File: src/rtl/core/slip_crc32_frame_sender_defines.svh
// Assertion macros shared by the SLIP CRC-32 frame sender RTL.
// Depends on nothing; included by the modules that carry assertions.
`ifndef SLIP_CRC32_FRAME_SENDER_DEFINES_SVH
`define SLIP_CRC32_FRAME_SENDER_DEFINES_SVH

// Same-cycle implication, checked out of reset.
`define SCFS_ASSERT_IMPL(label, clk, rst_n, ante, cons) \
  label: assert property (@(posedge clk) disable iff (!rst_n) (ante) |-> (cons)) \
    else $error("scfs assertion failed");

// Next-cycle implication, checked out of reset.
`define SCFS_ASSERT_NEXT(label, clk, rst_n, ante, cons) \
  label: assert property (@(posedge clk) disable iff (!rst_n) (ante) |=> (cons)) \
    else $error("scfs assertion failed");

`endif

File: src/rtl/core/scfs_pkg.sv
// Package for the SLIP CRC-32 frame sender: constants, job type, sequencer states.
// Depends on nothing; imported by every module of the block.
`default_nettype none

package scfs_pkg;

  localparam logic [7:0]  SLIP_END     = 8'hC0;
  localparam logic [7:0]  SLIP_ESC     = 8'hDB;
  localparam logic [7:0]  SLIP_ESC_END = 8'hDC;
  localparam logic [7:0]  SLIP_ESC_ESC = 8'hDD;
  localparam logic [31:0] CRC_POLY     = 32'hEDB88320;
  localparam logic [31:0] CRC_ONES     = 32'hFFFFFFFF;

  localparam int CRC_BYTES   = 4;
  localparam int CRC_IDX_W   = $clog2(CRC_BYTES);
  localparam int QUEUE_DEPTH = 2;
  localparam int QUEUE_PTR_W = (QUEUE_DEPTH > 1) ? $clog2(QUEUE_DEPTH) : 1;
  localparam int QUEUE_CNT_W = $clog2(QUEUE_DEPTH + 1);

  // One classified input word, as the back end needs it.
  typedef struct packed {
    logic        open_end;
    logic        has_data;
    logic [7:0]  data;
    logic        has_trailer;
    logic [31:0] crc;
  } scfs_job_t;

  typedef enum logic [2:0] {
    PH_START,
    PH_OPEN,
    PH_DATA,
    PH_CRC,
    PH_CLOSE
  } scfs_phase_e;

  // Reflected CRC-32 update over one byte, bit at a time.
  function automatic logic [31:0] crc32_byte(input logic [31:0] crc_in, input logic [7:0] b);
    logic [31:0] c;
    c = crc_in ^ {24'h000000, b};
    for (int k = 0; k < 8; k++) begin
      c = c[0] ? ((c >> 1) ^ CRC_POLY) : (c >> 1);
    end
    return c;
  endfunction

endpackage

`default_nettype wire

File: src/rtl/core/scfs_front.sv
// Front end of the SLIP CRC-32 frame sender: accepts input words, keeps frame
// state and the running CRC, and emits one job per word. Depends on scfs_pkg.
`default_nettype none

module scfs_front (
  input  wire logic               clk_i,
  input  wire logic               rst_ni,
  input  wire logic               in_valid_i,
  output logic                    in_ready_o,
  input  wire logic [7:0]         data_byte_i,
  input  wire logic               last_byte_i,
  input  wire logic               empty_frame_i,
  input  wire logic               q_ready_i,
  output logic                    push_o,
  output scfs_pkg::scfs_job_t     job_o
);
  import scfs_pkg::*;

  logic        frame_open_q, frame_open_d;
  logic [31:0] crc_q, crc_d;
  logic [31:0] crc_base, crc_next;

  assign in_ready_o = q_ready_i;
  assign push_o     = in_valid_i && q_ready_i;

  // A new frame restarts from all ones.
  assign crc_base = frame_open_q ? crc_q : CRC_ONES;
  assign crc_next = crc32_byte(crc_base, data_byte_i);

  always_comb begin
    frame_open_d = frame_open_q;
    crc_d        = crc_q;
    job_o        = '0;
    if (empty_frame_i) begin
      job_o.open_end    = 1'b1;
      job_o.has_trailer = 1'b1;
      job_o.crc         = '0;
      frame_open_d      = 1'b0;
      crc_d             = CRC_ONES;
    end else begin
      job_o.open_end = !frame_open_q;
      job_o.has_data = 1'b1;
      job_o.data     = data_byte_i;
      if (last_byte_i) begin
        job_o.has_trailer = 1'b1;
        job_o.crc         = ~crc_next;
        frame_open_d      = 1'b0;
        crc_d             = CRC_ONES;
      end else begin
        frame_open_d = 1'b1;
        crc_d        = crc_next;
      end
    end
  end

  always_ff @(posedge clk_i or negedge rst_ni) begin
    if (!rst_ni) begin
      frame_open_q <= 1'b0;
      crc_q        <= CRC_ONES;
    end else if (push_o) begin
      frame_open_q <= frame_open_d;
      crc_q        <= crc_d;
    end
  end

endmodule

`default_nettype wire

File: src/rtl/core/scfs_queue.sv
// Short job queue between front and back end of the SLIP CRC-32 frame sender.
// Depends on scfs_pkg and the shared assertion macros.
`default_nettype none
`include "slip_crc32_frame_sender_defines.svh"

module scfs_queue (
  input  wire logic               clk_i,
  input  wire logic               rst_ni,
  input  wire logic               push_i,
  input  wire scfs_pkg::scfs_job_t job_i,
  output logic                    ready_o,
  input  wire logic               pop_i,
  output logic                    valid_o,
  output scfs_pkg::scfs_job_t     job_o
);
  import scfs_pkg::*;

  scfs_job_t                mem_q [QUEUE_DEPTH];
  logic [QUEUE_PTR_W-1:0]   wr_ptr_q, rd_ptr_q;
  logic [QUEUE_CNT_W-1:0]   cnt_q;

  assign ready_o = (cnt_q != QUEUE_CNT_W'(QUEUE_DEPTH));
  assign valid_o = (cnt_q != '0);
  assign job_o   = mem_q[rd_ptr_q];

  function automatic logic [QUEUE_PTR_W-1:0] ptr_inc(input logic [QUEUE_PTR_W-1:0] p);
    return (p == QUEUE_PTR_W'(QUEUE_DEPTH - 1)) ? '0 : p + 1'b1;
  endfunction

  always_ff @(posedge clk_i) begin
    if (push_i) begin
      mem_q[wr_ptr_q] <= job_i;
    end
  end

  always_ff @(posedge clk_i or negedge rst_ni) begin
    if (!rst_ni) begin
      wr_ptr_q <= '0;
      rd_ptr_q <= '0;
      cnt_q    <= '0;
    end else begin
      if (push_i) wr_ptr_q <= ptr_inc(wr_ptr_q);
      if (pop_i)  rd_ptr_q <= ptr_inc(rd_ptr_q);
      if (push_i && !pop_i) begin
        cnt_q <= cnt_q + 1'b1;
      end else if (pop_i && !push_i) begin
        cnt_q <= cnt_q - 1'b1;
      end
    end
  end

  `SCFS_ASSERT_IMPL(a_cnt_bound, clk_i, rst_ni, 1'b1, cnt_q <= QUEUE_CNT_W'(QUEUE_DEPTH))
  `SCFS_ASSERT_IMPL(a_pop_nonempty, clk_i, rst_ni, pop_i, cnt_q != '0)
  `SCFS_ASSERT_NEXT(a_push_only_alone_grows, clk_i, rst_ni, push_i && !pop_i, cnt_q != '0)

endmodule

`default_nettype wire

File: src/rtl/core/scfs_back.sv
// Back end of the SLIP CRC-32 frame sender: walks each job through whichever of END,
// escaped data, escaped CRC and closing END it needs into an output register. Depends on scfs_pkg.
`default_nettype none
`include "slip_crc32_frame_sender_defines.svh"

module scfs_back (
  input  wire logic               clk_i,
  input  wire logic               rst_ni,
  input  wire logic               job_valid_i,
  input  wire scfs_pkg::scfs_job_t job_i,
  output logic                    pop_o,
  output logic                    out_valid_o,
  input  wire logic               out_ready_i,
  output logic [7:0]              line_byte_o,
  output logic                    run_last_o
);
  import scfs_pkg::*;

  scfs_phase_e            phase_q, phase_d, eff_phase;
  logic [CRC_IDX_W-1:0]   idx_q, idx_d;
  logic                   esc_q, esc_d;
  logic                   out_valid_q;
  logic [7:0]             line_q;
  logic                   last_q;

  logic                   load;
  logic [7:0]             sel_byte, crc_byte, emit_byte;
  logic                   byte_done, esc_start, job_done;

  assign load     = job_valid_i && (!out_valid_q || out_ready_i);
  assign crc_byte = 8'(job_i.crc >> {idx_q, 3'b000});

  always_comb begin
    eff_phase = phase_q;
    if (phase_q == PH_START) begin
      eff_phase = job_i.open_end ? PH_OPEN : (job_i.has_data ? PH_DATA : PH_CRC);
    end
  end

  assign sel_byte = (eff_phase == PH_DATA) ? job_i.data : crc_byte;

  // Output decode: byte to send and whether the current source byte is finished.
  always_comb begin
    emit_byte = SLIP_END;
    byte_done = 1'b1;
    esc_start = 1'b0;
    unique case (eff_phase)
      PH_DATA, PH_CRC: begin
        if (esc_q) begin
          emit_byte = (sel_byte == SLIP_END) ? SLIP_ESC_END : SLIP_ESC_ESC;
        end else if (sel_byte == SLIP_END || sel_byte == SLIP_ESC) begin
          emit_byte = SLIP_ESC;
          byte_done = 1'b0;
          esc_start = 1'b1;
        end else begin
          emit_byte = sel_byte;
        end
      end
      default: begin
        emit_byte = SLIP_END;
      end
    endcase
    job_done = byte_done &&
               ((eff_phase == PH_CLOSE) || (eff_phase == PH_DATA && !job_i.has_trailer));
  end

  // Next state of the sequencer.
  always_comb begin
    phase_d = phase_q;
    idx_d   = idx_q;
    esc_d   = esc_q;
    if (load) begin
      esc_d = esc_start;
      unique case (eff_phase)
        PH_OPEN: begin
          phase_d = job_i.has_data ? PH_DATA : PH_CRC;
          idx_d   = '0;
        end
        PH_DATA: begin
          if (!byte_done) begin
            phase_d = PH_DATA;
          end else begin
            phase_d = job_i.has_trailer ? PH_CRC : PH_START;
          end
          idx_d = '0;
        end
        PH_CRC: begin
          phase_d = PH_CRC;
          if (byte_done) begin
            if (idx_q == CRC_IDX_W'(CRC_BYTES - 1)) begin
              phase_d = PH_CLOSE;
              idx_d   = '0;
            end else begin
              idx_d = idx_q + 1'b1;
            end
          end
        end
        default: begin
          phase_d = PH_START;
          idx_d   = '0;
        end
      endcase
    end
  end

  always_ff @(posedge clk_i or negedge rst_ni) begin
    if (!rst_ni) begin
      phase_q     <= PH_START;
      idx_q       <= '0;
      esc_q       <= 1'b0;
      out_valid_q <= 1'b0;
    end else begin
      phase_q <= phase_d;
      idx_q   <= idx_d;
      esc_q   <= esc_d;
      if (load) begin
        out_valid_q <= 1'b1;
      end else if (out_ready_i) begin
        out_valid_q <= 1'b0;
      end
    end
  end

  always_ff @(posedge clk_i) begin
    if (load) begin
      line_q <= emit_byte;
      last_q <= job_done;
    end
  end

  assign pop_o       = load && job_done;
  assign out_valid_o = out_valid_q;
  assign line_byte_o = line_q;
  assign run_last_o  = last_q;

  `SCFS_ASSERT_IMPL(a_esc_phase, clk_i, rst_ni, esc_q, phase_q == PH_DATA || phase_q == PH_CRC)
  `SCFS_ASSERT_IMPL(a_idx_phase, clk_i, rst_ni, idx_q != '0, phase_q == PH_CRC)
  `SCFS_ASSERT_NEXT(a_pop_restarts, clk_i, rst_ni, pop_o, phase_q == PH_START && !esc_q)

endmodule

`default_nettype wire

File: src/rtl/core/slip_crc32_frame_sender.sv
// SLIP CRC-32 frame sender top level: front end, job queue and back end.
// Path: when the back end is idle, a word's first line byte passes through the job
// queue and then the output register; otherwise it waits behind the bytes of earlier words.
// Throughput: one line byte per cycle unless out_ready_i holds off the output; a word
// causes 1 to 12 line bytes. The back end sequencer sets this rate.
// Reset (rst_ni low, asynchronous): no frame open, CRC all ones, queue and output empty.
`default_nettype none

module slip_crc32_frame_sender (
  input  wire logic       clk_i,
  input  wire logic       rst_ni,
  input  wire logic       in_valid_i,
  output logic            in_ready_o,
  input  wire logic [7:0] data_byte_i,
  input  wire logic       last_byte_i,
  input  wire logic       empty_frame_i,
  output logic            out_valid_o,
  input  wire logic       out_ready_i,
  output logic [7:0]      line_byte_o,
  output logic            run_last_o
);
  import scfs_pkg::*;

  // The front end classifies each input word into a job: whether an opening END
  // is needed, the payload byte if any, and the final CRC if the frame closes.
  // The CRC state lives entirely in the front end, so the back end never waits
  // on it and the front end can run ahead by the queue depth.
  logic      push, q_ready, q_valid, pop;
  scfs_job_t push_job, head_job;

  scfs_front u_front (
    .clk_i         (clk_i),
    .rst_ni        (rst_ni),
    .in_valid_i    (in_valid_i),
    .in_ready_o    (in_ready_o),
    .data_byte_i   (data_byte_i),
    .last_byte_i   (last_byte_i),
    .empty_frame_i (empty_frame_i),
    .q_ready_i     (q_ready),
    .push_o        (push),
    .job_o         (push_job)
  );

  // The queue lets a new word enter while the back end is still expanding an
  // earlier one into line bytes.
  scfs_queue u_queue (
    .clk_i   (clk_i),
    .rst_ni  (rst_ni),
    .push_i  (push),
    .job_i   (push_job),
    .ready_o (q_ready),
    .pop_i   (pop),
    .valid_o (q_valid),
    .job_o   (head_job)
  );

  // The back end pops a job only after its final line byte is loaded into the
  // output register; run_last marks that byte.
  scfs_back u_back (
    .clk_i       (clk_i),
    .rst_ni      (rst_ni),
    .job_valid_i (q_valid),
    .job_i       (head_job),
    .pop_o       (pop),
    .out_valid_o (out_valid_o),
    .out_ready_i (out_ready_i),
    .line_byte_o (line_byte_o),
    .run_last_o  (run_last_o)
  );

endmodule

`default_nettype wire

File: config.mk
export PLATFORM = sky130hd
export DESIGN_NAME = slip_crc32_frame_sender
export DESIGN_NICKNAME = d
export VERILOG_FILES = /design/src/rtl/core/scfs_pkg.sv /design/src/rtl/core/scfs_front.sv /design/src/rtl/core/scfs_queue.sv /design/src/rtl/core/scfs_back.sv /design/src/rtl/core/slip_crc32_frame_sender.sv
export VERILOG_INCLUDE_DIRS = /design/src /design/src/rtl/core
export SDC_FILE = /design/constraint.sdc
export NUM_CORES = 1
export LEC_CHECK = 0
export BUFFER_PORTS_ARGS = -buffer_cell sky130_fd_sc_hd__buf_2
export CAP_MARGIN = 20
export CORE_AREA = 2 2 114 116
export DETAILED_ROUTE_END_ITERATION = 8
export DIE_AREA = 0 0 116 118
export GPL_TIMING_DRIVEN = 1
export PLACE_DENSITY = 0.85
export SYNTH_ARGS = -nofsm -noshare
export SYNTH_HDL_FRONTEND = slang
export SYNTH_HIERARCHICAL = 1
export SYNTH_SLANG_ARGS = --single-unit
export TNS_END_PERCENT = 100
File: constraint.sdc
create_clock -name clk_i -period 3.8 [get_ports clk_i]
set_input_delay 0.38 -clock clk_i [delete_from_list [all_inputs] [get_ports clk_i]]
set_output_delay 0.38 -clock clk_i [all_outputs]
set_load 0.02 [all_outputs]
After elaboration in Yosys (flattened, before gate mapping)
Memory sizes are Yosys's and may differ from the RTL's.
Cells that the tools add are included.
- flip-flop bits (word level): 53
- RAM bits: 86
- bits of input ports: 14
- output and inout port bits: 11
- word-level logic and storage cells: 104
- memories: 1
- memories (memory ; depth ; bits a word ; read ports ; clocked after memory_dff ; write ports ; RTL line ; text):
    u_queue.mem_q ; 2 ; 43 ; 1 ; 0 ; 1 ; scfs_queue.sv:18 ; scfs_job_t mem_q [QUEUE_DEPTH];
- add/subtract/negate cells: 5
- eq/ne operators: 9
- shift operators: 1
- mux-type cells: 46
- bitwise gates (word level): 10
- reductions and logical operators: 21
- operators with widths (kind ; count):
    $mux W32 ; 11
    $not A13 Y14 ; 8
    $mux W33 ; 2
    $not A32 Y32 ; 1
    $shr A32 B5 Y8 ; 1
    $xor A32 B8 Y32 ; 1
    $mux W8 ; 3
    $mux W1 ; 17
    $eq A8 B8 Y1 const B ; 2
    $mux W3 ; 5
    $mux W2 ; 6
    $mux W9 ; 1
    $pmux W3 S3 ; 1
    $logic_and A1 B1 Y1 ; 7
    $eq A3 B2 Y1 const B ; 2
    $reduce_bool A2 Y1 ; 3
    $logic_not A1 Y1 ; 5
    $add A2 B1 Y2 const B ; 2
    $eq A3 B1 Y1 const B ; 1
    $eq A3 B3 Y1 const B ; 1
    $logic_not A3 Y1 ; 1
    $logic_or A1 B1 Y1 ; 3
    $add A1 B1 Y1 const B ; 2
    $eq A2 B2 Y1 const B ; 1
    other kinds (5) ; 5

Depth between registers and ports, before layout
Gate-level depths: netlist of the first run.
- word-level depth: 21
- depth in mapped cells: 15
- mapped depth without buffers: 12

Cells and area by module
Netlist of the first run, hierarchy kept.
- modules (own cells, without submodules) (module ; instances ; cells each ; area an instance (µm²) ; sequential area each (µm²)):
    scfs_queue ; 1 ; 150 ; 3493.4 ; 2682.6
    scfs_front ; 1 ; 281 ; 2666.3 ; 865.8
    scfs_back ; 1 ; 107 ; 1162.4 ; 445.4

Worst setup path before layout of the first run
OpenSTA, ideal clock, no wires.
- path type: register to register
- from: register u_queue.cnt_q[0]
- to: memory u_queue/mem_q[0][0] in the netlist's numbering (enable)
- library setup time: 0.449 ns
- arrival: 3.053 ns
- required time: 3.351 ns
- slack: 0.298 ns
- stages on the path, launching flop included: 6
- buffers on the path: 1
- clock period less this slack: 3.502 ns
- path through: dfrtp_1 -> nand2b_1 -> nand2_1 -> clkinv_1 -> clkbuf_1 -> nor2b_1
- cells in the longest elaborated chain, start to end: 4
- RTL lines (item ; RTL line ; text):
    start, declared ; scfs_queue.sv:20 ; logic [QUEUE_CNT_W-1:0] cnt_q;
    start signal, assigned ; scfs_queue.sv:45 ; cnt_q <= cnt_q + 1'b1;
    start signal, assigned ; scfs_queue.sv:47 ; cnt_q <= cnt_q - 1'b1;
    $ne A2 B2 Y1 ; scfs_queue.sv:22 ; assign ready_o = (cnt_q != QUEUE_CNT_W'(QUEUE_DEPTH));
    net q_ready ; slip_crc32_frame_sender.sv:28 ; logic push, q_ready, q_valid, pop;
    $logic_and A1 B1 Y1 ; scfs_front.sv:24 ; assign push_o = in_valid_i && q_ready_i;
    net push ; slip_crc32_frame_sender.sv:28 ;
    $mux W1 ; scfs_queue.sv:31 ; if (push_i) begin
    $mux W1 (implied by the code) ; scfs_queue.sv:32 ; mem_q[wr_ptr_q] <= job_i;
    end, declared ; scfs_queue.sv:18 ;
The timed path passes the listed nets, and every way through them passes these cells.

==> summary.md, run 1 <==
| Metric | Value |
|---|---|
| Syn_nets | `554` |
| Synthesized instance count | `538` |
| Crit Path Category | `reg -> reg` |
| CP max-delay cell | `mux4_1` |
| First-pass GRT wire length | `22700 um` |
| Total Routed Length | `14600 um` |
| Status | `completed` |
| Initial core utilization | `0.590` |
| Most frequent cells in the layout | `95 x edfxtp_1, 63 x xnor2_1, 48 x nor2_1, 39 x mux2_4, 34 x nand2_1` |
| Yosys top cell by area | `edfxtp_1` |
| Final Hold Vio Count | `0` |
| Critical Path RT | `4110 ps` |
| Via/cell ratio | `5.68` |
| Drt drc | `0` |
| Commonest non-fill, non-tap cell in the layout | `edfxtp_1` |
| Fin worst setup slack | `196 ps` |
| Power per cell area | `848 mW/mm^2` |
| DRT iter0 DRCs | `467` |
| Core area | `0.0124 sq mm` |
| Grt ovf | `0` |
| CTS Buffer Depth | `2` |
| Mapped cell area | `0.00732 sq mm` |
| Syn avg cell area | `13.6 sq um` |
| Crit path DAT | `3910 ps` |
| Row count | `41` |
| Initial antenna violation count | `0` |
| IO Port Bufs | `24` |
| Inserted Diodes | `0` |
| Setup slack, reg-to-reg | `200 ps` |
| Crit start category | `register` |
| Clock buffer count from CTS | `17` |
| Die ar. | `0.0137 sq mm` |
| Final ANT Viol Nets | `0` |
| Via count | `4201` |
| Die Ht | `118 um` |
| Maxcap violations | `0` |
| Post-Place Worst Slack | `148 ps` |
| P_leak | `3.02 nW` |
| Total negative slack | `0 ps` |
| Total track usage | `0.225` |
| Most common cell on crit path | `xor2_1` |
| FF-to-FF Start | `u_queue/rd_ptr_q$_DFFE_PN0P_` |
| Share of layout cells above drive strength 1 | `0.271` |
| Hold WC Path Type | `in -> reg` |
| Area of the multi-input gates | `0.00308 sq mm` |
| YS warnings | `6` |
| Clock root buffer | `clkbuf_16` |
| Finish-stage setup viols | `0` |
| HP Start | `in_valid_i` |
| Crit path max-delay family | `multiplexers` |
| Boundary Pins | `25` |
| CP peak stage delay | `490 ps` |
| Final GP Congestion | `0.934` |
| Layout fillers | `877` |
| Fin. max-slew vios | `0` |
| CP startpoint | `u_queue/rd_ptr_q$_DFFE_PN0P_` |
| Peak VDD IR | `0.000632 V` |
| Yosys cell types | `49` |
| Main area contributors after synthesis | `edfxtp_1 39%, dfstp_2 11%, mux2_4 8.0%, xnor2_1 7.5%, dfrtp_1 4.1%` |
| Clk slew on worst S/H paths | `60 ps` |
| Worst-Margin Slew | `1040 ps` |
| Vias in the first global route | `4271` |
| Sequential element share of the synthesized area | `0.545` |
| Critical path peak fanout | `41` |
| Die width | `116 um` |
| Crit end category | `register` |
| Setup bufs post-CTS | `0` |
| Nets | `571` |
| P&R area growth vs syn | `11.9%` |
| Final Critical Period | `3600 ps` |
| Worst path cell trace | `buf_12 -> mux2_2 -> mux4_1 -> mux2i_1 -> nand4_1 -> a2111oi_2 -> buf_4 -> nor3_1 -> inv_1 -> ha_1 -> xor2_1 -> nor2_1 -> xor2_1` |
| DRT Pass-1 Iters | `6` |
| Worst Skew | `10.4 ps` |
| Storage cell area | `0.00400 sq mm` |
| FF+latch count, synth | `139` |
| Clk Latency, worst-skew pair | `430 ps` |
| Peak Freq | `0.277 GHz` |
| # H-tree levels | `4` |
| Post-DP HPWL | `9900 um` |
| CTS tree | `yes` |
| Rel. slew slack | `0.310` |
| Largest net degree at the start of global routing | `45` |
| Clock Sinks | `139` |
| Worst path bufs/invs | `3` |
| Avg WL per Cell | `19.7 um` |
| Post-synth top area share | `0.390` |
| Fin crit share | `0.949` |
-- cell type report --
cell class                      instances  area share
Sequential cell                       139       0.487
Multi-Input combinational cell        357       0.376
Clock buffer                           21      0.0574
Timing Repair Buffer                   33      0.0263
Tap cell                              172      0.0263
Clock inverter                         11      0.0232
Inverter                                7     0.00321
-- through the flow --
step / total power [mW] / cells / area, sq um / utilization / hold slack, ps
after floorplan: 4.59 / 538 / 7320 / - / 84.4
after global placement: 4.96 / 706 / 7500 / 0.604 / 443
after detailed placement: 5.09 / 706 / 7500 / 0.604 / 449
after CTS: 6.94 / 738 / 8160 / 0.657 / 161
after global routing: 7.25 / 740 / 8200 / 0.660 / 277
final: 6.95 / 740 / 8200 / 0.660 / 266
-- cells by family (layout without fill, tap and decap cells) --
group | after synthesis | after routing | share of synthesized area
AO/OA/AOI/OAI | 61 | 61 | 0.0639
buffers and inverters | 42 | 72 | 0.0359
XOR/XNOR | 105 | 105 | 0.144
adder cells (fa/ha/maj) | 2 | 2 | 0.00342
AND/OR/NAND/NOR | 132 | 132 | 0.0846
multiplexers | 57 | 57 | 0.123
flip-flops | 139 | 139 | 0.545
-- worst reg2reg max path, stage by stage (launching register included) --
cell,delay [ps]
dfrtp_2,430
buf_12,300
mux2_2,410
mux4_1,490
mux2i_1,300
nand4_1,280
a2111oi_2,430
buf_4,200
nor3_1,70
inv_1,70
ha_1,140
xor2_1,160
nor2_1,70
xor2_1,130
-- registers in the layout, summed over array words and instances (netlist names) --
| register | flops |
|---|---|
| u_back/phase_q | 3 |
| u_queue/wr_ptr_q | 1 |
| u_back/esc_q | 1 |
| u_queue/rd_ptr_q | 1 |
| u_back/out_valid_o | 1 |
| u_back/run_last_o | 1 |
| u_queue/cnt_q | 2 |
| u_queue/mem_q | 86 |
| u_back/idx_q | 2 |
| u_front/crc_q | 32 |
| u_front/frame_open_q | 1 |
| u_back/line_byte_o | 8 |
-- metal layers --
metal,share of wire,global-route usage,up-vias,wire length [um]
li1,-,-,1937,-
met1,0.42,0.299,2091,6200
met2,0.50,0.355,142,7270
met3,0.050,0.0530,31,723
met4,0.028,0.0960,0,408
met5,0,0,-,0
-- repair_timing --
item / in CTS / in global routing
gates resized for setup: 0 / 3
endpoints found under the setup margin: 0 / 2
endpoints found under the hold margin: 0 / 12
hold buffers: 0 / 1
-- synth_stat cells (all sizes together) --
library cell and number:
a2111o 1, a2111oi 2, a21o 1, a21oi 11, a22o 2, a311o 1, a31oi 1, and2 1
buf 22, clkbuf 13, clkinv 1, dfrtp 12, dfstp 32, edfxtp 95, ha 2, inv 6
mux2 43, mux2i 6, mux4 8, nand2 34, nand2b 10, nand3 3, nand4 1, nor2 48
nor2b 26, nor3 5, nor4 1, nor4bb 1, o21ai 10, o21bai 1, o221a 1, o22a 29
o2bb2ai 1, or2 1, or4 1, xnor2 68, xnor3 3, xor2 33, xor3 1
-- power by group --
part	leakage, nW	internal [mW]	switching (mW)
Clock	0.311	1.21	0.607
Sequential	1.38	2.27	0.294
Combinational	1.32	1.18	1.38
-- final timing paths --
path / cells after the start / endpoint
setup / recovery: 13 / u_queue/cnt_q[1]$_DFFE_PN0P_
hold / removal: 4 / u_front/crc_q[21]$_DFFE_PN1P_
setup reg to reg: 13 / u_queue/cnt_q[1]$_DFFE_PN0P_
hold reg to reg: 2 / u_front/crc_q[21]$_DFFE_PN1P_
max in group asynchronous: 3 / u_front/crc_q[18]$_DFFE_PN1P_
min in group asynchronous: 2 / u_front/frame_open_q$_DFFE_PN0P_
Note: power is estimated with default switching activity, not from simulation.
==> inputs of run 2 (changes only) <==
--- a/config.mk
+++ b/config.mk
@@ -8,11 +8,11 @@
 export LEC_CHECK = 0
 export BUFFER_PORTS_ARGS = -buffer_cell sky130_fd_sc_hd__buf_2
 export CAP_MARGIN = 20
-export CORE_AREA = 2 2 114 116
+export CORE_AREA = 2 2 131 133
 export DETAILED_ROUTE_END_ITERATION = 8
-export DIE_AREA = 0 0 116 118
+export DIE_AREA = 0 0 133 135
 export GPL_TIMING_DRIVEN = 1
-export PLACE_DENSITY = 0.85
+export PLACE_DENSITY = 0.69
 export SYNTH_ARGS = -nofsm -noshare
 export SYNTH_HDL_FRONTEND = slang
 export SYNTH_HIERARCHICAL = 1
==> constraint.sdc (replaced) <==
create_clock -name clk_i -period 4.41 [get_ports clk_i]
set_input_delay 0.441 -clock clk_i [delete_from_list [all_inputs] [get_ports clk_i]]
set_output_delay 0.441 -clock clk_i [all_outputs]
set_load 0.02 [all_outputs]
==> summary.md, run 2 (synthesized netlist as in run 1, its figures left out) <==
| Metric | Value |
|---|---|
| Status | `completed (unchanged)` |
| Post-CTS Hold Buffers | `0 (unchanged)` |
| Inserted Diodes | `0 (unchanged)` |
| Core area | `0.0164 sq mm (was 0.0124 sq mm)` |
| Initial core utilization | `0.446 (was 0.590)` |
| Crit path DAT | `3930 ps (was 3910 ps)` |
| Cells after DPL | `754 (was 706)` |
| Finish-stage setup viols | `0 (unchanged)` |
| Via/cell ratio | `5.14 (was 5.68)` |
| Final GP Congestion | `0.859 (was 0.934)` |
| Critical path peak fanout | `16 (was 41)` |
| Final ANT Viol Nets | `0 (unchanged)` |
| Hold depth | `3 (was 4)` |
| Total Routed Length | `14100 um (was 14600 um)` |
| CTS tree | `yes (unchanged)` |
| Initial antenna violation count | `0 (unchanged)` |
| Drt drc | `0 (unchanged)` |
| Fin. max-slew vios | `0 (unchanged)` |
| Grt ovf | `0 (unchanged)` |
| Area of the multi-input gates | `0.00307 sq mm (was 0.00308 sq mm)` |
| Clock root buffer | `clkbuf_16 (unchanged)` |
| Worst Skew | `10.0 ps (was 10.4 ps)` |
| Critical Path RT | `4740 ps (was 4110 ps)` |
| P&R area growth vs syn | `11.5% (was 11.9%)` |
| Clock Sinks | `139 (unchanged)` |
| Post-route cell area | `0.00817 sq mm (was 0.00820 sq mm)` |
| Nets | `571 (unchanged)` |
| Most frequent cells in the layout | `95 x edfxtp_1, 63 x xnor2_1, 48 x nor2_1, 39 x mux2_4, 34 x nand2_1 (unchanged)` |
| # H-tree levels | `4 (unchanged)` |
| Die Ht | `135 um (was 118 um)` |
| Most flop-heavy register | `u_queue/mem_q (unchanged)` |
| Clk Latency, worst-skew pair | `410 ps (was 430 ps)` |
| DRT iter0 DRCs | `327 (was 467)` |
| Setup bufs post-CTS | `0 (unchanged)` |
| Avg WL per Cell | `17.9 um (was 19.7 um)` |
| Total power | `5.76 mW (was 6.95 mW)` |
| Commonest non-fill, non-tap cell in the layout | `edfxtp_1 (unchanged)` |
| Worst path cell trace | `buf_4 -> mux2_2 -> mux4_1 -> mux2i_1 -> nand4_1 -> a2111oi_0 -> buf_4 -> nor3_1 -> inv_1 -> ha_1 -> nor2_1 -> xor2_1 (was buf_12 -> mux2_2 -> mux4_1 -> mux2i_1 -> nand4_1 -> a2111oi_2 -> buf_4 -> nor3_1 -> inv_1 -> ha_1 -> xor2_1 -> nor2_1 -> xor2_1)` |
| RSZ-0062 raised after global routing | `no` |
| P_leak | `2.99 nW (was 3.02 nW)` |
| CP max-delay cell | `mux4_1 (unchanged)` |
| Post-DP HPWL | `9960 um (was 9900 um)` |
| Fin cells | `788 (was 740)` |
| Storage cell area | `0.00400 sq mm (unchanged)` |
| Resize count post-CTS | `0 (unchanged)` |
| Number of flip-flops in the largest register | `86 (unchanged)` |
| Vias in the first global route | `4215 (was 4271)` |
| Crit Path Category | `reg -> reg (unchanged)` |
| Share of layout cells above drive strength 1 | `0.261 (was 0.271)` |
| Total negative slack | `0 ps (unchanged)` |
| Clk slew on worst S/H paths | `60 ps (about the same)` |
| Hold WC Path Type | `in -> reg (unchanged)` |
| Worst-Margin Slew | `1040 ps (about the same)` |
| Fin crit share | `0.815 (was 0.949)` |
| IO Port Bufs | `24 (unchanged)` |
| Final Critical Period | `3600 ps (about the same)` |
| Crit Reg-Reg Endpoint | `u_queue/cnt_q[1]$_DFFE_PN0P_ (unchanged)` |
| Total track usage | `0.170 (was 0.225)` |
| DRT Pass-1 Iters | `4 (was 6)` |
| Rel. slew slack | `0.310 (about the same)` |
| Largest net degree at the start of global routing | `45 (unchanged)` |
| CP peak stage delay | `490 ps (about the same)` |
| WHS Endpoint | `u_back/out_valid_o$_DFFE_PN0P_ (was u_front/crc_q[21]$_DFFE_PN1P_)` |
| Placed inst area | `0.00756 sq mm (was 0.00750 sq mm)` |
| Peak Freq | `0.278 GHz (was 0.277 GHz)` |
| Final Hold Vio Count | `0 (unchanged)` |
| Power per cell area | `706 mW/mm^2 (was 848 mW/mm^2)` |
| FF-to-FF Start | `u_queue/rd_ptr_q$_DFFE_PN0P_ (unchanged)` |
| Clock buffer count from CTS | `17 (unchanged)` |
| Crit path max-delay family | `multiplexers (unchanged)` |
| Via count | `4051 (was 4201)` |
| Crit end category | `register (unchanged)` |
| Most common cell on crit path | `buf_4 (was xor2_1)` |
| Peak VDD IR | `0.000325 V (was 0.000632 V)` |
| Die ar. | `0.0180 sq mm (was 0.0137 sq mm)` |
| HP Start | `out_ready_i (was in_valid_i)` |
| CTS Buffer Depth | `2 (unchanged)` |
| First-pass GRT wire length | `23000 um (was 22700 um)` |
| Row count | `47 (was 41)` |
| Worst path bufs/invs | `3 (unchanged)` |
| Boundary Pins | `25 (unchanged)` |
| Cells on worst reg2reg path | `12 (was 13)` |
| Die width | `133 um (was 116 um)` |
| Setup slack, reg-to-reg | `810 ps (was 200 ps)` |
| Crit start category | `register (unchanged)` |
| Maxcap violations | `0 (unchanged)` |
| Layout fillers | `1380 (was 877)` |
## run 2: cell types whose count changed in the layout (fill, tap and decap cells not counted), sizes merged
cell / delta
clkinv: +3
clkinvlp: -3
bufinv: -2
clkbuf: +2
## run 2: how the worst max path moves through the flow
stage,depth (start not counted),slack (ps),end,startpoint
5_1_grt,12,500,u_queue/cnt_q[1]$_DFFE_PN0P_,u_queue/rd_ptr_q$_DFFE_PN0P_
3_3_place_gp,13,970,u_queue/cnt_q[1]$_DFFE_PN0P_,u_queue/rd_ptr_q$_DFFE_PN0P_
6_report,12,810,u_queue/cnt_q[1]$_DFFE_PN0P_,u_queue/rd_ptr_q$_DFFE_PN0P_
4_1_cts,12,800,u_queue/cnt_q[1]$_DFFE_PN0P_,u_queue/rd_ptr_q$_DFFE_PN0P_
3_5_place_dp,12,800,u_queue/cnt_q[1]$_DFFE_PN0P_,u_queue/rd_ptr_q$_DFFE_PN0P_
2_1_floorplan,5,910,u_queue/mem_q[0][0]$_DFFE_PP_,u_queue/cnt_q[0]$_DFFE_PN0P_
## run 2: cell type report
cell class | count | share of cell area
clock buffer | 23 | 0.0561
inverter | 7 | 0.00322
multi-input combinational | 357 | 0.376
clock inverter | 9 | 0.0150
sequential | 139 | 0.489
timing repair buffer | 33 | 0.0264
tap | 220 | 0.0337
## run 2: layer usage
layer | up-vias | share of wire | GRT usage
met4 | 0 | 0.016 | 0.0573
met5 | - | 0 | 0
met1 | 2023 | 0.46 | 0.225
met2 | 83 | 0.49 | 0.277
met3 | 14 | 0.033 | 0.0417
li1 | 1931 | - | -
## run 2: worst register-to-register path: stages, from the launching register on
cell,delay (ps)
dfrtp_2,430
buf_4,300
mux2_2,370
mux4_1,490
mux2i_1,360
nand4_1,240
a2111oi_0,430
buf_4,190
nor3_1,70
inv_1,80
ha_1,260
nor2_1,140
xor2_1,160
## run 2: power by group
part	internal (mW)	switching, mW	total (mW)
combinational	1.01	1.14	2.15
sequential	1.96	0.250	2.21
clock	0.898	0.502	1.40
total	3.87	1.89	5.76
## run 2: metrics by stage
step / utilization / hold WS (ps) / setup WS, ps
2_1_floorplan: - / 145 / 908
3_3_place_gp: 0.461 / 444 / 975
3_5_place_dp: 0.461 / 457 / 802
4_1_cts: 0.496 / 241 / 796
5_1_grt: 0.498 / 337 / 502
6_report: 0.498 / 309 / 815
==> inputs of run 3 (changes only) <==
--- a/config.mk
+++ b/config.mk
@@ -12,7 +12,7 @@
 export DETAILED_ROUTE_END_ITERATION = 8
 export DIE_AREA = 0 0 133 135
 export GPL_TIMING_DRIVEN = 1
-export PLACE_DENSITY = 0.69
+export PLACE_DENSITY = 0.72
 export SYNTH_ARGS = -nofsm -noshare
 export SYNTH_HDL_FRONTEND = slang
 export SYNTH_HIERARCHICAL = 1
==> constraint.sdc (replaced) <==
create_clock -name clk_i -period 3.1 [get_ports clk_i]
set_input_delay 0.31 -clock clk_i [delete_from_list [all_inputs] [get_ports clk_i]]
set_output_delay 0.31 -clock clk_i [all_outputs]
set_load 0.02 [all_outputs]
==> summary.md, run 3 (synthesized netlist as in run 1, its figures left out) <==
| Metric | Value |
|---|---|
| Clock power share | `0.240 (was 0.243)` |
| Nets | `603 (was 571)` |
| Total negative slack | `-177 ps (was 0 ps)` |
| Critical path peak fanout | `15 (was 16)` |
| Clock root buffer | `clkbuf_16 (unchanged)` |
| Fin worst setup slack | `-96.0 ps (was 815 ps)` |
| Fin. max-slew vios | `0 (unchanged)` |
| Rel. slew slack | `0.318 (was 0.310)` |
| Part of the power in combinational logic | `0.411 (was 0.374)` |
| CTS Buffer Depth | `2 (unchanged)` |
| Boundary Pins | `25 (unchanged)` |
| Initial antenna violation count | `0 (unchanged)` |
| Final Hold Vio Count | `0 (unchanged)` |
| Psw | `2.94 mW (was 1.89 mW)` |
| Worst Skew | `8.24 ps (was 10.0 ps)` |
| IO Port Bufs | `24 (unchanged)` |
| P_leak | `3.17 nW (was 2.99 nW)` |
| Fin cells | `820 (was 788)` |
| Fin crit share | `1.03 (was 0.815)` |
| DRT Pass-1 Iters | `4 (unchanged)` |
| Cells after DPL | `782 (was 754)` |
| Crit Path Category | `reg -> reg (unchanged)` |
| Peak VDD IR | `0.000551 V (was 0.000325 V)` |
| Die width | `133 um (unchanged)` |
| Status | `finished, violations left (was completed)` |
| Clk slew on worst S/H paths | `60 ps (about the same)` |
| Core area | `0.0164 sq mm (unchanged)` |
| Largest net degree at the start of global routing | `45 (unchanged)` |
| DRT iter0 DRCs | `287 (was 327)` |
| Maxcap violations | `0 (unchanged)` |
| Share of layout cells above drive strength 1 | `0.337 (was 0.261)` |
| Worst-Margin Slew | `1020 ps (was 1040 ps)` |
| Area of the multi-input gates | `0.00318 sq mm (was 0.00307 sq mm)` |
| Number of flip-flops in the largest register | `86 (unchanged)` |
| CTS tree | `yes (unchanged)` |
| Hold WC Path Type | `in -> reg (unchanged)` |
| Most frequent cells in the layout | `95 x edfxtp_1, 63 x xnor2_1, 48 x nor2_1, 40 x mux2_4 (was 95 x edfxtp_1, 63 x xnor2_1, 48 x nor2_1, 39 x mux2_4, 34 x nand2_1)` |
| Clock Sinks | `139 (unchanged)` |
| Sequential Power Share | `0.349 (was 0.383)` |
| Total track usage | `0.177 (was 0.170)` |
| Sw frac | `0.328 (about the same)` |
| Via count | `4207 (was 4051)` |
| Row count | `47 (unchanged)` |
| Commonest non-fill, non-tap cell in the layout | `edfxtp_1 (unchanged)` |
| Grt ovf | `0 (unchanged)` |
| Crit start category | `register (unchanged)` |
| Power per cell area | `1040 mW/mm^2 (was 706 mW/mm^2)` |
| Crit path DAT | `3500 ps (was 3930 ps)` |
| Total Routed Length | `15100 um (was 14100 um)` |
| Initial core utilization | `0.446 (unchanged)` |
| Die ar. | `0.0180 sq mm (unchanged)` |
| RSZ-0062 raised after global routing | `yes (was no)` |
| Clk Latency, worst-skew pair | `420 ps (was 410 ps)` |
| Final ANT Viol Nets | `0 (unchanged)` |
| Crit end category | `register (unchanged)` |
| Cell-internal power | `6.01 mW (was 3.87 mW)` |
| Peak Freq | `0.313 GHz (was 0.278 GHz)` |
| Avg WL per Cell | `18.5 um (was 17.9 um)` |
| Storage cell area | `0.00400 sq mm (unchanged)` |
| Post-DP HPWL | `10600 um (was 9960 um)` |
| Via/cell ratio | `5.13 (was 5.14)` |
| P&R area growth vs syn | `17.5% (was 11.5%)` |
| Most flop-heavy register | `u_queue/mem_q (unchanged)` |
| Layout fillers | `1349 (was 1380)` |
| Critical Path RT | `3400 ps (was 4740 ps)` |
| Vias in the first global route | `4387 (was 4215)` |
| Finish-stage setup viols | `2 (was 0)` |
| # H-tree levels | `4 (unchanged)` |
| Final Critical Period | `3200 ps (was 3600 ps)` |
| Drt drc | `0 (unchanged)` |
| Failing checks | `negative setup slack` |
| Die Ht | `135 um (unchanged)` |
| Clock buffer count from CTS | `17 (unchanged)` |
| First-pass GRT wire length | `24000 um (was 23000 um)` |
| Final GP Congestion | `0.867 (was 0.859)` |
| Inserted Diodes | `0 (unchanged)` |
-- run 3: cell types whose count changed in the layout (fill, tap and decap cells not counted), sizes merged --
cell	previous run	this run
bufinv	3	4
clkinv	6	5
buf	32	64
clkinvlp	1	4
clkbuf	23	20
-- run 3: final cells by class --
| class | count | share of cell area |
|---|---|---|
| clock buffers | 20 | 0.0542 |
| flip-flops and latches | 139 | 0.464 |
| repair buffers | 65 | 0.0577 |
| well taps | 220 | 0.0320 |
| inverters | 7 | 0.00305 |
| clock inverters | 12 | 0.0196 |
| multi-input cells | 357 | 0.369 |
-- run 3: routing by layer --
layer | part of all wire | vias up | track usage | routed length (um)
li1 | - | 1994 | - | -
met4 | 0.028 | 0 | 0.0717 | 422
met5 | 0 | - | 0 | 0
met1 | 0.44 | 2090 | 0.222 | 6710
met3 | 0.035 | 27 | 0.0473 | 523
met2 | 0.49 | 96 | 0.294 | 7490
-- run 3: metrics by stage --
step	instance area [sq um]	total power [mW]	setup WS (ps)	hold WS, ps	util
after floorplan	7380	5.69	16.1	14.4	-
after CTS	8480	8.81	-120	92.4	0.517
final	8610	8.95	-96.0	191	0.525
after global placement	7840	6.44	-111	446	0.478
after detailed placement	7840	6.59	-166	450	0.478
after global routing	8610	9.40	-250	203	0.525
-- run 3: path summary, 6_finish.rpt --
kind	start	to	slack, ps	depth (start not counted)
max reg2reg	u_queue/rd_ptr_q$_DFFE_PN0P_	u_queue/cnt_q[1]$_DFFE_PN0P_	-100	13
min reg2reg	u_front/crc_q[21]$_DFFE_PN1P_	u_front/crc_q[21]$_DFFE_PN1P_	460	2
min in group asynchronous	rst_ni	u_back/phase_q[0]$_DFFE_PN0P_	260	2
max	u_queue/rd_ptr_q$_DFFE_PN0P_	u_queue/cnt_q[1]$_DFFE_PN0P_	-100	13
min	out_ready_i	u_back/out_valid_o$_DFFE_PN0P_	190	3
max in group asynchronous	rst_ni	u_front/crc_q[20]$_DFFE_PN1P_	2320	3
-- run 3: power by group through the flow --
stage	Sequential, mW	Combinational (mW)	Clock, mW
2_1_floorplan	3.07	2.63	0
4_1_cts	3.13	3.50	2.19
6_report	3.13	3.68	2.15
5_1_grt	3.20	3.94	2.27
3_3_place_gp	3.12	3.32	0
3_5_place_dp	3.15	3.44	0
-- run 3: what timing repair did --
action / CTS / global route
buffers inserted: 0 / 4
hold endpoints to repair: 0 / 12
endpoints found under the setup margin: 5 / 6
hold buffers: 0 / 1
pin swaps: 3 / 2
gates resized for setup: 7 / 14
-- run 3: critical path: stages, from the launching register on --
cell and delay, ps:
dfrtp_2 460, buf_12 180, buf_12 130, mux2_4 280, mux4_2 540, nor4bb_4 310, a21oi_2 130, a2111oi_4 330
nor3_2 80, inv_1 120, ha_4 140, xor2_1 150, nor2_1 70, xor2_1 140
